**src/sv/adif_field_tokenizer_assert.svh**
```systemverilog
// Assertion macros used by the tokenizer RTL.
`ifndef ADIF_FIELD_TOKENIZER_ASSERT_SVH
`define ADIF_FIELD_TOKENIZER_ASSERT_SVH

// Same-cycle implication, checked at every rising edge out of reset.
`define AFTOK_ASSERT_IMP(label, clk, rst_n, ante, cons) \
  label: assert property (@(posedge clk) disable iff (!(rst_n)) (ante) |-> (cons)) \
    else $error("tokenizer check failed");

// Next-cycle implication, checked at every rising edge out of reset.
`define AFTOK_ASSERT_NXT(label, clk, rst_n, ante, cons) \
  label: assert property (@(posedge clk) disable iff (!(rst_n)) (ante) |=> (cons)) \
    else $error("tokenizer check failed");

`endif

```
**src/sv/aftok_pkg.sv**
```systemverilog
package aftok_pkg;

  localparam int unsigned SizeW = 20;
  localparam int unsigned MaxLenW = 16;

  localparam logic [SizeW-1:0] SIZE_SAT = 20'hFFFFF;

  localparam logic [7:0] CHAR_LT    = 8'h3C;
  localparam logic [7:0] CHAR_GT    = 8'h3E;
  localparam logic [7:0] CHAR_COLON = 8'h3A;
  localparam logic [7:0] CHAR_ZERO  = 8'h30;
  localparam logic [7:0] CHAR_NINE  = 8'h39;

  localparam logic OP_BYTE = 1'b0;
  localparam logic OP_EOI  = 1'b1;

  localparam logic [1:0] KIND_NAME = 2'd0;
  localparam logic [1:0] KIND_TYPE = 2'd1;
  localparam logic [1:0] KIND_DATA = 2'd2;
  localparam logic [1:0] KIND_END  = 2'd3;

  localparam logic [2:0] ST_OK        = 3'd0;
  localparam logic [2:0] ST_NAME_LONG = 3'd1;
  localparam logic [2:0] ST_SIZE_LONG = 3'd2;
  localparam logic [2:0] ST_TYPE_LONG = 3'd3;
  localparam logic [2:0] ST_DATA_LONG = 3'd4;
  localparam logic [2:0] ST_EOI       = 3'd5;

  typedef struct packed {
    logic       opcode;
    logic [7:0] byte_in;
  } in_beat_t;

  typedef struct packed {
    logic [1:0]       token_kind;
    logic [7:0]       token_byte;
    logic [2:0]       field_status;
    logic [SizeW-1:0] declared_length;
  } out_beat_t;

  typedef struct packed {
    logic clear;
    logic step;
  } size_ctrl_t;

  typedef struct packed {
    logic [SizeW-1:0] value;
    logic             is_zero;
    logic             over_max;
  } size_stat_t;

endpackage

```
**src/sv/adif_field_tokenizer.sv**
```systemverilog
// Tokenizer for ADIF tag-length-value streams (<name:size:type>data). Takes one byte per
// beat and returns zero or one token per beat: name, type and data bytes, and a field end
// carrying a status and the decimal size read from the tag. The size is read as decimal,
// saturated at 2^20-1, and checked against max_data_length (written on the cfg channel,
// always ready, reset 65535; write only while idle). A byte is accepted every cycle unless
// input is stalled; its token is registered on the output in the next cycle. The single
// output register sets the pace: input is stalled only while a held token is stalled.
module adif_field_tokenizer #(
  parameter int unsigned NAME_LEN_MAX = 32,
  parameter int unsigned SIZE_LEN_MAX = 8,
  parameter int unsigned TYPE_LEN_MAX = 4
) (
  input  logic                           clk_i,
  input  logic                           rst_ni,
  input  logic                           in_valid_i,
  output logic                           in_stall_o,
  input  aftok_pkg::in_beat_t            in_beat_i,
  output logic                           out_valid_o,
  input  logic                           out_stall_i,
  output aftok_pkg::out_beat_t           out_beat_o,
  input  logic                           cfg_valid_i,
  output logic                           cfg_ready_o,
  input  logic [aftok_pkg::MaxLenW-1:0]  cfg_data_i
);
  import aftok_pkg::*;

  `include "adif_field_tokenizer_assert.svh"

  localparam int unsigned NameCntW = $clog2(NAME_LEN_MAX + 1);
  localparam int unsigned SizeCntW = $clog2(SIZE_LEN_MAX + 1);
  localparam int unsigned TypeCntW = $clog2(TYPE_LEN_MAX + 1);

  localparam logic [2:0] PH_SEEK = 3'd0;
  localparam logic [2:0] PH_NAME = 3'd1;
  localparam logic [2:0] PH_SIZE = 3'd2;
  localparam logic [2:0] PH_TYPE = 3'd3;
  localparam logic [2:0] PH_DATA = 3'd4;

  logic [2:0]          phase_q, phase_d;
  logic [NameCntW-1:0] name_cnt_q, name_cnt_d;
  logic [SizeCntW-1:0] size_cnt_q, size_cnt_d;
  logic [TypeCntW-1:0] type_cnt_q, type_cnt_d;
  logic [SizeW-1:0]    left_q, left_d;
  logic [MaxLenW-1:0]  max_len_q;
  logic                out_valid_q, out_valid_d;
  out_beat_t           out_beat_q, out_beat_d;

  logic       in_fire;
  logic       out_free;
  logic       emit;
  out_beat_t  tok;
  size_ctrl_t size_ctrl;
  size_stat_t size_stat;
  logic [7:0] b;

  assign out_free    = !out_valid_q || !out_stall_i;
  assign in_stall_o  = !out_free;
  assign in_fire     = in_valid_i && out_free;
  assign cfg_ready_o = 1'b1;
  assign b           = in_beat_i.byte_in;

  aftok_size u_size (
    .clk_i     (clk_i),
    .rst_ni    (rst_ni),
    .ctrl_i    (size_ctrl),
    .byte_i    (b),
    .max_len_i (max_len_q),
    .stat_o    (size_stat)
  );

  always_comb begin
    phase_d    = phase_q;
    name_cnt_d = name_cnt_q;
    size_cnt_d = size_cnt_q;
    type_cnt_d = type_cnt_q;
    left_d     = left_q;
    size_ctrl  = '0;
    emit       = 1'b0;
    tok        = '0;
    if (in_fire) begin
      if (in_beat_i.opcode == OP_EOI) begin
        emit              = 1'b1;
        tok.token_kind    = KIND_END;
        tok.field_status  = ST_EOI;
        phase_d           = PH_SEEK;
      end else begin
        case (phase_q)
          PH_SEEK: begin
            if (b == CHAR_LT) begin
              phase_d         = PH_NAME;
              name_cnt_d      = '0;
              size_cnt_d      = '0;
              type_cnt_d      = '0;
              left_d          = '0;
              size_ctrl.clear = 1'b1;
            end
          end
          PH_NAME: begin
            if (b == CHAR_GT) begin
              emit           = 1'b1;
              tok.token_kind = KIND_END;
              phase_d        = PH_SEEK;
            end else if (b == CHAR_COLON) begin
              phase_d = PH_SIZE;
            end else if (name_cnt_q < NameCntW'(NAME_LEN_MAX)) begin
              name_cnt_d     = name_cnt_q + NameCntW'(1);
              emit           = 1'b1;
              tok.token_kind = KIND_NAME;
              tok.token_byte = b;
            end else begin
              emit             = 1'b1;
              tok.token_kind   = KIND_END;
              tok.field_status = ST_NAME_LONG;
              phase_d          = PH_SEEK;
            end
          end
          PH_SIZE: begin
            if (b == CHAR_COLON || b == CHAR_GT) begin
              if (size_stat.is_zero) begin
                emit           = 1'b1;
                tok.token_kind = KIND_END;
                phase_d        = PH_SEEK;
              end else if (size_stat.over_max) begin
                emit             = 1'b1;
                tok.token_kind   = KIND_END;
                tok.field_status = ST_DATA_LONG;
                phase_d          = PH_SEEK;
              end else begin
                left_d  = size_stat.value;
                phase_d = (b == CHAR_COLON) ? PH_TYPE : PH_DATA;
              end
            end else if (size_cnt_q < SizeCntW'(SIZE_LEN_MAX)) begin
              size_cnt_d     = size_cnt_q + SizeCntW'(1);
              size_ctrl.step = 1'b1;
            end else begin
              emit             = 1'b1;
              tok.token_kind   = KIND_END;
              tok.field_status = ST_SIZE_LONG;
              phase_d          = PH_SEEK;
            end
          end
          PH_TYPE: begin
            if (b == CHAR_GT) begin
              phase_d = PH_DATA;
            end else if (type_cnt_q < TypeCntW'(TYPE_LEN_MAX)) begin
              type_cnt_d     = type_cnt_q + TypeCntW'(1);
              emit           = 1'b1;
              tok.token_kind = KIND_TYPE;
              tok.token_byte = b;
            end else begin
              emit             = 1'b1;
              tok.token_kind   = KIND_END;
              tok.field_status = ST_TYPE_LONG;
              phase_d          = PH_SEEK;
            end
          end
          PH_DATA: begin
            if (left_q != '0) begin
              left_d         = left_q - SizeW'(1);
              emit           = 1'b1;
              tok.token_kind = KIND_DATA;
              tok.token_byte = b;
            end else begin
              emit           = 1'b1;
              tok.token_kind = KIND_END;
              phase_d        = PH_SEEK;
            end
          end
          default: begin
            phase_d = PH_SEEK;
          end
        endcase
      end
      if (emit && tok.token_kind == KIND_END) begin
        tok.declared_length = size_stat.value;
      end
    end
  end

  always_comb begin
    out_valid_d = out_valid_q;
    out_beat_d  = out_beat_q;
    if (out_free) begin
      out_valid_d = emit;
      out_beat_d  = tok;
    end
  end

  always_ff @(posedge clk_i or negedge rst_ni) begin
    if (!rst_ni) begin
      phase_q     <= PH_SEEK;
      name_cnt_q  <= '0;
      size_cnt_q  <= '0;
      type_cnt_q  <= '0;
      left_q      <= '0;
      max_len_q   <= '1;
      out_valid_q <= 1'b0;
    end else begin
      phase_q     <= phase_d;
      name_cnt_q  <= name_cnt_d;
      size_cnt_q  <= size_cnt_d;
      type_cnt_q  <= type_cnt_d;
      left_q      <= left_d;
      out_valid_q <= out_valid_d;
      if (cfg_valid_i && cfg_ready_o) begin
        max_len_q <= cfg_data_i;
      end
    end
  end

  always_ff @(posedge clk_i) begin
    out_beat_q <= out_beat_d;
  end

  assign out_valid_o = out_valid_q;
  assign out_beat_o  = out_beat_q;

  `AFTOK_ASSERT_IMP(a_stall_only_when_held, clk_i, rst_ni, in_stall_o, out_valid_o && out_stall_i)
  `AFTOK_ASSERT_IMP(a_token_no_status, clk_i, rst_ni,
    out_valid_o && out_beat_o.token_kind != KIND_END,
    out_beat_o.field_status == ST_OK && out_beat_o.declared_length == '0)
  `AFTOK_ASSERT_IMP(a_end_no_byte, clk_i, rst_ni,
    out_valid_o && out_beat_o.token_kind == KIND_END,
    out_beat_o.token_byte == '0 && out_beat_o.field_status <= ST_EOI)
  `AFTOK_ASSERT_NXT(a_eoi_to_seek, clk_i, rst_ni,
    in_fire && in_beat_i.opcode == OP_EOI,
    phase_q == PH_SEEK && out_valid_o && out_beat_o.field_status == ST_EOI)

endmodule

```
**src/sv/aftok_size.sv**
```systemverilog
module aftok_size (
  input  logic                            clk_i,
  input  logic                            rst_ni,
  input  aftok_pkg::size_ctrl_t           ctrl_i,
  input  logic [7:0]                      byte_i,
  input  logic [aftok_pkg::MaxLenW-1:0]   max_len_i,
  output aftok_pkg::size_stat_t           stat_o
);
  import aftok_pkg::*;

  logic [SizeW-1:0] value_q, value_d;
  logic             stop_q, stop_d;
  logic             is_digit;
  logic [SizeW+3:0] value_ext;
  logic [SizeW+3:0] acc;

  assign is_digit  = (byte_i >= CHAR_ZERO) && (byte_i <= CHAR_NINE);
  assign value_ext = {4'b0, value_q};
  // times ten plus digit, saturate
  assign acc = (value_ext << 3) + (value_ext << 1) + {{(SizeW){1'b0}}, byte_i[3:0]};

  always_comb begin
    value_d = value_q;
    stop_d  = stop_q;
    if (ctrl_i.clear) begin
      value_d = '0;
      stop_d  = 1'b0;
    end else if (ctrl_i.step) begin
      if (!stop_q && is_digit) begin
        value_d = (acc > {4'b0, SIZE_SAT}) ? SIZE_SAT : acc[SizeW-1:0];
      end else begin
        stop_d = 1'b1;
      end
    end
  end

  always_ff @(posedge clk_i or negedge rst_ni) begin
    if (!rst_ni) begin
      value_q <= '0;
      stop_q  <= 1'b0;
    end else begin
      value_q <= value_d;
      stop_q  <= stop_d;
    end
  end

  assign stat_o.value    = value_q;
  assign stat_o.is_zero  = (value_q == '0);
  assign stat_o.over_max = (value_q > {{(SizeW-MaxLenW){1'b0}}, max_len_i});

endmodule
```
**config.mk**
```make
export PLATFORM = sky130hd
export DESIGN_NAME = adif_field_tokenizer
export DESIGN_NICKNAME = d
export VERILOG_FILES = /design/src/sv/aftok_pkg.sv /design/src/sv/adif_field_tokenizer.sv /design/src/sv/aftok_size.sv
export VERILOG_INCLUDE_DIRS = /design/src /design/src/sv
export SDC_FILE = /design/constraint.sdc
export NUM_CORES = 1
export LEC_CHECK = 0
export ABC_AREA = 1
export CORE_ASPECT_RATIO = 2
export CORE_MARGIN = 2
export CORE_UTILIZATION = 38
export CTS_CLUSTER_SIZE = 30
export DETAILED_ROUTE_END_ITERATION = 12
export DONT_BUFFER_PORTS = 1
export PLACE_DENSITY_LB_ADDON = 0.08
export SYNTH_ARGS = -nofsm -noshare
export SYNTH_HDL_FRONTEND = slang
export SYNTH_SLANG_ARGS = --single-unit
```
**constraint.sdc**
```tcl
create_clock -name clk_i -period 3 [get_ports clk_i]
set_input_delay 0.9 -clock clk_i [delete_from_list [all_inputs] [get_ports clk_i]]
set_output_delay 0.9 -clock clk_i [all_outputs]
set_load 0.01 [all_outputs]
```
==> flow_metrics.env <==
export IMPL_design_area_sq_um=8210
export IMPL_async_flop_share=0.692
export IMPL_crit_type="primary input to flop"
export IMPL_stdcell_count=1185
export IMPL_syn_inst=894
export IMPL_worstPathRequired_ns=3.29
export IMPL_leakagePower_uw=0.00397
export IMPL_routed_wirelength_um=20600
export IMPL_gp_congestion=0.907
export IMPL_yosys_warnings=0
export IMPL_die_y_um=202
export IMPL_vias_per_cell=5.12
export IMPL_grt_antenna_before_repair=0
export IMPL_max_cap_viol_count=0
export IMPL_setup_viol=0
export IMPL_fmax_mhz=356
export IMPL_via_count=6068
export IMPL_slew_headroom=0.653
export IMPL_final_setup_tns_ns=0
export IMPL_cts_tree="yes"
export IMPL_grt_pass1_wl_um=33900
export IMPL_rows=72
export IMPL_p_total_uw=4110
export IMPL_synth_most_common_cell="nand2_1"
export IMPL_start_kind="primary input"
export IMPL_yosysTopAreaCell="dfrtp_1"
export IMPL_ff2ff_path_depth=14
export IMPL_dp_cells=1169
export IMPL_final_nets=1012
export IMPL_cts_htree_levels=3
export IMPL_critPathCaptureType="flop"
export IMPL_holdCritPathClass="primary input to async pin"
export IMPL_ant_nets=0
export IMPL_power_density_nw_per_um2=500
export IMPL_netlist_top_cells_count="187 x nand2_1, 107 x inv_1, 68 x nor2_1, 59 x ha_1, 58 x dfrtp_1"
export IMPL_drtPass1Iterations=5
export IMPL_fin_util=0.426
export IMPL_ys_ff_latch=107
export IMPL_grt_setup_unrepaired="false"
export IMPL_fin_crit_ns=2.81
export IMPL_placed_cell_area_sq_um=7930
export IMPL_wl_per_cell_um=17.4
export IMPL_coreArea_sq_um=19300
export IMPL_synth_cell_type_count=63
export IMPL_crit_fanout=5
export IMPL_clock_skew_ns=0.0105
export IMPL_syn_avg_cell_area_sq_um=8.34
export IMPL_clkTransAtPathRegs_ns=0.07
export IMPL_grtUsageTotal=0.211
export IMPL_r2r_end="u_size.value_q[11]"
export IMPL_drc_errors=0
export IMPL_dieWidth_um=103
export IMPL_timing_rr_start="u_size.value_q[0]"
export IMPL_cp_arrival_ns=3.10
export IMPL_die_area_sq_um=20800
export IMPL_worst_slew_pin_slew_ns=0.515
export IMPL_syn_nets=985
export IMPL_cts_sink_count=107
export IMPL_synth_edf_count=33
export IMPL_syn_area_sq_um=7450
export IMPL_diodes=0
export IMPL_start_util=0.387
export IMPL_status="completed"
export IMPL_hold_buffers=0
export IMPL_hold_violations=0
export IMPL_dp_hpwl_um=16700
export IMPL_period_share=0.936
export IMPL_synth_seq_area_share=0.384
export IMPL_cts_setup_buffers=0
export IMPL_fillers=1976
export IMPL_syn2layout_area_growth_pct=10.2
export IMPL_clock_latency_ns=0.35
export IMPL_grt_max_degree=75
export IMPL_gr_total_overflow=0
export IMPL_reg2reg_setup_slack_ns=0.20
export IMPL_root_buffer="clkbuf_16"
export IMPL_numCtsBuffers=9
export IMPL_irDropWorstVdd_uv=286
export IMPL_portBuffers=0
export IMPL_synth_area_leaders="dfrtp_1 19%, edfxtp_1 13%, ha_1 9.9%, nand2_1 9.4%, dfstp_2 5.6%"
export IMPL_synth_top_area_share=0.195
export IMPL_drt_iter0_drc=236
export IMPL_synth_flop_cell="dfrtp_1"
export IMPL_drive_gt1_frac=0.213
export IMPL_grt_pass1_vias=6551
export IMPL_clk_path_buf_depth=2
export IMPL_pin_count=66
export IMPL_finalMaxSlewViolations=0
routing by layer:
| layer | global-route usage | up-vias | part of all wire |
|---|---|---|---|
| li1 | - | 3023 | - |
| met1 | 0.225 | 2896 | 0.37 |
| met2 | 0.409 | 109 | 0.58 |
| met3 | 0.0176 | 40 | 0.020 |
| met4 | 0.0818 | 0 | 0.032 |
| met5 | 0 | - | 0 |
how the worst max path moves through the flow:
stage / startpoint / end / cells past startpoint
floorplan: in_beat_i[2] / u_size.value_q[9] / 13
global placement: in_beat_i[2] / u_size.value_q[18] / 13
detailed placement: in_beat_i[2] / u_size.value_q[18] / 13
CTS: u_size.value_q[12] / u_size.value_q[1] / 11
global route: u_size.value_q[17] / u_size.value_q[0] / 13
finish: in_beat_i[3] / u_size.value_q[11] / 14
cell usage in the layout (no fill, tap or decap), drive strengths merged, types with 2 or more instances in the layout:
master	count
nand2	205
inv	120
nor2	106
o21ai	88
ha	59
dfrtp	58
a21oi	46
nand3	44
buf	34
edfxtp	33
xor2	18
dfstp	16
nor3	16
nand4	12
clkbuf	10
o22ai	8
clkinv	6
o21bai	5
a31oi	5
xnor2	5
o32ai	4
nand3b	3
nor4	2
and2	2
mux2i	2
a32oi	2
a21boi	2
nor3b	2
fa	2
report_power, final:
group,internal [uW],switching [uW],leakage (uW)
combinational,362,722,0.00250
sequential,1730,152,0.00133
clock,577,564,0.000140
total,2670,1440,0.00397
registers in the layout (all words and copies together) (netlist names):
signal / count
name_cnt_q: 6
u_size.stop_q: 1
left_q: 20
max_len_q: 16
u_size.value_q: 20
out_valid_o: 1
phase_q: 3
out_beat_o: 33
size_cnt_q: 4
type_cnt_q: 3
cell type report:
type                    count  area, sq um  share of cell area
flip-flops and latches    107         2860               0.349
repair buffers             34          268              0.0326
clock buffers              10          230              0.0280
clock inverters             6         48.8             0.00594
inverters                 120          457              0.0556
multi-input cells         649         4020               0.490
well taps                 259          324              0.0395
logic make-up (layout without fill, tap and decap cells):
group | after synthesis | after routing | synth area share
and+or+nand+nor | 393 | 393 | 0.255
AOI/OAI and AO/OA | 168 | 168 | 0.146
buffers and inverters | 138 | 170 | 0.0789
DFF | 107 | 107 | 0.384
adders and majority gates | 61 | 61 | 0.104
xor gates and xnor gates | 23 | 23 | 0.0270
muxes | 3 | 3 | 0.00420
other | 1 | 1 | 0.000503
timing repair:
item                                    in CTS  in global routing
resized for setup                            0                  4
endpoints found under the hold margin        0                  0
endpoints found under the setup margin       0                  8
worst max-delay path: stages:
cell     delay [ns]
fa_1           0.40
ha_1           0.39
nand3_1        0.12
nand3_2        0.11
nand2_1        0.05
nand3_1        0.06
nand2_1        0.10
o21ai_1        0.32
buf_4          0.19
nand2_1        0.05
nand2_1        0.08
xor2_1         0.20
o21ai_2        0.08
nand2_1        0.06
metrics by stage:
stage	hold WS [ns]	setup WS [ns]
2_1_floorplan	0.447	0.00693
3_3_place_gp	0.466	-0.144
3_5_place_dp	0.475	-0.120
4_1_cts	0.224	0.141
5_1_grt	0.221	0.00242
6_report	0.243	0.193
No activity file was read; power rests on OpenSTA's default activity.
